File: config.mk
export PLATFORM = sky130hd
export DESIGN_NAME = imh_ctrl
export DESIGN_NICKNAME = d
export VERILOG_FILES = /design/src/hw/rtl/imh_pkg.sv /design/src/hw/rtl/imh_ctrl.sv
export SDC_FILE = /design/constraint.sdc
export NUM_CORES = 1
export LEC_CHECK = 0
export ABC_AREA = 1
export BUFFER_PORTS_ARGS = -buffer_cell sky130_fd_sc_hd__buf_2
export CELL_PAD_IN_SITES_DETAIL_PLACEMENT = 1
export CELL_PAD_IN_SITES_GLOBAL_PLACEMENT = 1
export CORE_MARGIN = 5
export CORE_UTILIZATION = 36
export CTS_BUF_LIST = sky130_fd_sc_hd__clkbuf_8
export CTS_CLUSTER_SIZE = 8
export DETAILED_ROUTE_END_ITERATION = 6
export MAX_ROUTING_LAYER = met4
export PLACE_DENSITY_LB_ADDON = 0.1
export SLEW_MARGIN = 25
export SYNTH_ARGS = -nofsm -noshare
export SYNTH_HDL_FRONTEND = slang
export SYNTH_SLANG_ARGS = --single-unit
File: constraint.sdc
create_clock -name clk -period 2.44 [get_ports clk]
set_input_delay 0.61 -clock clk [delete_from_list [all_inputs] [get_ports clk]]
set_output_delay 0.61 -clock clk [all_outputs]
set_load 0.01 [all_outputs]
File: src/hw/rtl/imh_pkg.sv
// Package: widths, codes and controller/datapath types of the indexed min-heap
`timescale 1ns / 1ps
`default_nettype none
package imh_pkg;

  localparam int IMH_MAX_ITEMS     = 256;
  localparam int IMH_PRIORITY_BITS = 32;
  localparam int FUNC_W            = 2;
  localparam int KEY_W             = 8;
  localparam int PRIO_IN_W         = 32;
  localparam int STATUS_W          = 3;
  localparam int COUNT_W           = 9;
  localparam int KEY_SPACE         = 2 ** KEY_W;

  typedef enum logic [FUNC_W-1:0] {
    FN_INSERT   = 2'd0,
    FN_DELETE   = 2'd1,
    FN_DECREASE = 2'd2,
    FN_CONTAINS = 2'd3
  } imh_func_t;

  typedef enum logic [STATUS_W-1:0] {
    ST_OK    = 3'd0,
    ST_EMPTY = 3'd1,
    ST_FULL  = 3'd2,
    ST_KEY   = 3'd3,
    ST_NODEC = 3'd4
  } imh_status_t;

  typedef enum logic [2:0] {
    RD_ROOT   = 3'd0,
    RD_LAST   = 3'd1,
    RD_MAP    = 3'd2,
    RD_PARENT = 3'd3,
    RD_LEFT   = 3'd4,
    RD_RIGHT  = 3'd5
  } imh_rd_sel_t;

  typedef struct packed {
    logic        in_rdy;
    logic        heap_rd;
    imh_rd_sel_t heap_rd_sel;
    logic        map_rd;
    logic        ins_begin;
    logic        root_cap;
    logic        del_take;
    logic        dec_take;
    logic        set_e;
    logic        up_move;
    logic        dn_left;
    logic        dn_right;
    logic        dn_move;
    logic        place;
    logic        st_load;
    imh_status_t st_code;
    logic        publish;
  } imh_cmd_t;

  typedef struct packed {
    logic      in_valid;
    imh_func_t func;
    logic      full;
    logic      hit;
    logic      empty;
    logic      last_one;
    logic      p_root;
    logic      up_greater;
    logic      dec_ok;
    logic      leaf;
    logic      has_right;
    logic      right_smaller;
    logic      down_greater;
    logic      out_busy;
  } imh_sts_t;

endpackage
`default_nettype wire

File: src/hw/rtl/imh_ctrl.sv
// Controller: sequences each request through checks, sift-up and sift-down
`timescale 1ns / 1ps
`default_nettype none
module imh_ctrl import imh_pkg::*; (
  input  wire logic     clk,
  input  wire logic     rst_n,
  input  wire imh_sts_t sts,
  output      imh_cmd_t cmd
);

  typedef enum logic [12:0] {
    S_IDLE  = 13'b0000000000001,
    S_CHECK = 13'b0000000000010,
    S_DEL1  = 13'b0000000000100,
    S_DEL2  = 13'b0000000001000,
    S_DEC1  = 13'b0000000010000,
    S_DEC2  = 13'b0000000100000,
    S_UP    = 13'b0000001000000,
    S_UPW   = 13'b0000010000000,
    S_DOWN  = 13'b0000100000000,
    S_DNL   = 13'b0001000000000,
    S_DNR   = 13'b0010000000000,
    S_DNC   = 13'b0100000000000,
    S_DONE  = 13'b1000000000000
  } imh_state_t;

  imh_state_t state_r, state_nxt;

  always_ff @(posedge clk) begin
    if (!rst_n) begin
      state_r <= S_IDLE;
    end else begin
      state_r <= state_nxt;
    end
  end

  always_comb begin
    cmd       = '0;
    state_nxt = state_r;
    case (state_r)
      S_IDLE: begin
        cmd.in_rdy = 1'b1;
        if (sts.in_valid) begin
          state_nxt = S_CHECK;
        end
      end
      S_CHECK: begin
        case (sts.func)
          FN_INSERT: begin
            if (sts.full) begin
              cmd.st_load = 1'b1;
              cmd.st_code = ST_FULL;
              state_nxt   = S_DONE;
            end else if (sts.hit) begin
              cmd.st_load = 1'b1;
              cmd.st_code = ST_KEY;
              state_nxt   = S_DONE;
            end else begin
              cmd.ins_begin = 1'b1;
              state_nxt     = S_UP;
            end
          end
          FN_DELETE: begin
            if (sts.empty) begin
              cmd.st_load = 1'b1;
              cmd.st_code = ST_EMPTY;
              state_nxt   = S_DONE;
            end else begin
              cmd.heap_rd     = 1'b1;
              cmd.heap_rd_sel = RD_ROOT;
              state_nxt       = S_DEL1;
            end
          end
          FN_DECREASE: begin
            if (!sts.hit) begin
              cmd.st_load = 1'b1;
              cmd.st_code = ST_KEY;
              state_nxt   = S_DONE;
            end else begin
              cmd.map_rd = 1'b1;
              state_nxt  = S_DEC1;
            end
          end
          default: begin
            state_nxt = S_DONE;
          end
        endcase
      end
      S_DEL1: begin
        cmd.root_cap    = 1'b1;
        cmd.heap_rd     = 1'b1;
        cmd.heap_rd_sel = RD_LAST;
        state_nxt       = S_DEL2;
      end
      S_DEL2: begin
        cmd.del_take = 1'b1;
        state_nxt    = sts.last_one ? S_DONE : S_DOWN;
      end
      S_DEC1: begin
        cmd.dec_take    = 1'b1;
        cmd.heap_rd     = 1'b1;
        cmd.heap_rd_sel = RD_MAP;
        state_nxt       = S_DEC2;
      end
      S_DEC2: begin
        if (!sts.dec_ok) begin
          cmd.st_load = 1'b1;
          cmd.st_code = ST_NODEC;
          state_nxt   = S_DONE;
        end else begin
          cmd.set_e = 1'b1;
          state_nxt = S_UP;
        end
      end
      S_UP: begin
        if (sts.p_root) begin
          cmd.place = 1'b1;
          state_nxt = S_DONE;
        end else begin
          cmd.heap_rd     = 1'b1;
          cmd.heap_rd_sel = RD_PARENT;
          state_nxt       = S_UPW;
        end
      end
      S_UPW: begin
        if (sts.up_greater) begin
          cmd.up_move = 1'b1;
          state_nxt   = S_UP;
        end else begin
          cmd.place = 1'b1;
          state_nxt = S_DONE;
        end
      end
      S_DOWN: begin
        if (sts.leaf) begin
          cmd.place = 1'b1;
          state_nxt = S_DONE;
        end else begin
          cmd.heap_rd     = 1'b1;
          cmd.heap_rd_sel = RD_LEFT;
          state_nxt       = S_DNL;
        end
      end
      S_DNL: begin
        cmd.dn_left = 1'b1;
        if (sts.has_right) begin
          cmd.heap_rd     = 1'b1;
          cmd.heap_rd_sel = RD_RIGHT;
          state_nxt       = S_DNR;
        end else begin
          state_nxt = S_DNC;
        end
      end
      S_DNR: begin
        cmd.dn_right = sts.right_smaller;
        state_nxt    = S_DNC;
      end
      S_DNC: begin
        if (sts.down_greater) begin
          cmd.dn_move = 1'b1;
          state_nxt   = S_DOWN;
        end else begin
          cmd.place = 1'b1;
          state_nxt = S_DONE;
        end
      end
      S_DONE: begin
        if (!sts.out_busy) begin
          cmd.publish = 1'b1;
          state_nxt   = S_IDLE;
        end
      end
      default: begin
        state_nxt = S_IDLE;
      end
    endcase
  end

endmodule
`default_nettype wire

==> run metrics <==
Final period util=94.64%; antenna violations before repair=0; Chip Width=62.99 um; Vias=1173; Largest Register=state_r; layout cells sized above 1=29.25%; switching fraction of total power=30.15%; CP arrival=1.70 ns; Flop pwr share=42.2%; FP Rows=19; max_cap viols=0; CTS clk-pin slew, worst paths=0.06 ns; most common cell after layout, fill and taps aside=nand2_1; TritonCTS Buffers=3; routability cong.=0.8345; sequential share of the synthesized area=25.74%; Clock Tree Root=clkbuf_8; Setup-failing EPs final=0; area of the die=3968 um2; P per Cell Area=407.3 nW/um2; synth warn=0; syn_nets=188; global-route usage over all layers=17.04%; DRC=0; port buffer count=37; number of detailed-route iterations in the first pass=4; largest net degree at the start of global routing=9; Final min period=2.309 ns; met2 Use GR=31.28%; worst hold path class=reg -> reg; H-Tree Depth=1; #FFs+latches synth=13; clk sink count=13; Slew @ Worst Pin=0.3058 ns; clock skew=0.002792 ns; Synth-to-Final Area Change=28.84%; max FFs per register=13; n_diodes=0; CP endpoint kind=primary output; CTS tree=yes; RSZ-0062 raised after global routing=no; GR Util met3=2.698%; I/O Pins=38; crit path max-delay cell type=dfxtp_1; Routed WL per cell=12.82 um; vias in the first global route=1257; core footprint=2734 um2; Max Clock Freq=433.0 MHz; ANT nets after route=0; Most Used Layer, Global Route=met2; first-pass GRT wire length=5437 um; # Post-CTS Setup Buffers=0; clock latency on the worst-skew pair=0.24 ns; CTS Buffer Depth=2; status=completed; Slew HR=79.46%; GRT Residual Overflow=0; Slew Limit Fails=0; Critical Path RT=1.83 ns; Die H=62.99 um; Syn Area/Cell=5.912 um2; net total in the final layout=230; design area=1303 um2; crit-path cells=nor2_1 -> nand2_2 -> nor2_4 -> buf_4 -> nand3_1 -> nand2_1 -> or3_1 -> buf_2; leak pwr=0.0007870 uW; type of the worst setup path=reg -> out; placed inst area=1231 um2; post-route setup TNS=0 ns; Max VDD drop=0.3003 mV; detailed router's first-iteration violation count=23; DPL Wire Length=2756 um; drt via density=4.827; combinational fraction of design power=21.4%; biggest regs=state_r (13); final hold vios=0; crit start category=flop; Yosys cell types=27; Clock Power Share=36.4%; commonest cells after routing, fill and taps aside=nand2_1 (39), buf_2 (37), nor2_1 (35), inv_1 (28), nand3_1 (16); Mapped Cells=171; placed cells=239; area of the mapped netlist=1011 um2; Int Pwr=370.6 uW; Largest stage delay, worst path=0.37 ns; Initial Util=36.98%; NetSw=160.0 uW; critical path peak fanout=7; Layout Cells excl Fill=243; grt met1 use=18.97%; final WL=3115 um
Yosys cell counts:
cell | n | area, um2
a21oi_1 | 4 | 20.02
a21oi_2 | 1 | 8.760
and3_1 | 1 | 6.260
buf_6 | 1 | 11.26
dfxtp_1 | 13 | 260.3
inv_1 | 27 | 101.4
inv_2 | 2 | 7.510
nand2_1 | 41 | 153.9
nand2_2 | 2 | 12.51
nand2_4 | 2 | 22.52
nand3_1 | 16 | 80.08
nand3_2 | 1 | 10.01
nand4_1 | 1 | 6.260
nand4_2 | 1 | 12.51
nor2_1 | 35 | 131.4
nor2_2 | 6 | 37.54
nor2_8 | 1 | 20.02
nor3_1 | 5 | 25.02
nor4_1 | 1 | 6.260
nor4_4 | 1 | 21.27
o21a_1 | 1 | 7.510
o21ai_0 | 2 | 10.01
o21ai_1 | 1 | 5.000
o21ai_2 | 1 | 8.760
o22ai_1 | 1 | 6.260
or2_1 | 2 | 12.51
or3_1 | 1 | 6.260
worst paths after layout:
kind,from,cells past startpoint,slack [ns],end
worst min register to register,state_r[1],2,0.55,state_r[1]
worst min-delay path,state_r[1],2,0.55,state_r[1]
worst max-delay path,state_r[8],8,0.13,cmd[19]
worst max register to register,state_r[8],11,0.92,state_r[0]
layer usage:
layer  share of wire (%)  wire length (um)
met5                   0                 0
met1                  44              1358
met4                0.64                20
met3                 4.0               126
met2                  52              1609
logic make-up after synthesis:
logic type / after synthesis / share of synthesized area (%)
buffers and inverters: 30 / 11.88
and+or+nand+nor: 117 / 55.82
DFF: 13 / 25.74
AOI/OAI and AO/OA: 11 / 6.560
cell type report:
| class | instances | area (um2) |
|---|---|---|
| repair buffers | 38 | 192.7 |
| clock buffers | 3 | 41.29 |
| flip-flops and latches | 13 | 261.5 |
| inverters | 29 | 108.9 |
| well taps | 31 | 38.79 |
| clock inverters | 1 | 3.754 |
| multi-input cells | 128 | 655.6 |
| fillers | 390 | 1431 |
per-stage QoR:
stage,hold slack (ns),setup slack [ns],power [uW],util [%]
after global routing,0.5806,0.003372,563.6,47.64
after floorplan,0.4733,0.5053,301.0,-
after global placement,0.5005,0.2990,337.6,45.03
after CTS,0.5318,0.06625,536.7,46.68
final,0.5474,0.1308,530.5,47.64
after detailed placement,0.5235,0.2779,340.0,45.03
power groups by stage:
stage	registers, uW	logic [uW]	clock network, uW
after detailed placement	227	113	0
after CTS	222	114	201
final	224	114	193
after floorplan	226	75.1	0
after global placement	226	111	0
after global routing	224	129	211
critical path: cells and delay by family (launching register included):
| family | cells | cell delay, ns |
|---|---|---|
| buffers and inverters | 2 | 0.30 |
| AND/OR/NAND/NOR | 6 | 0.78 |
| flip-flops | 1 | 0.37 |
repair_timing:
| item | CTS | global route |
|---|---|---|
| setup endpoints to repair | 0 | 6 |
| hold buffers | 0 | 0 |
| gates resized for setup | 0 | 7 |
Power figures use the tool's default switching activity.
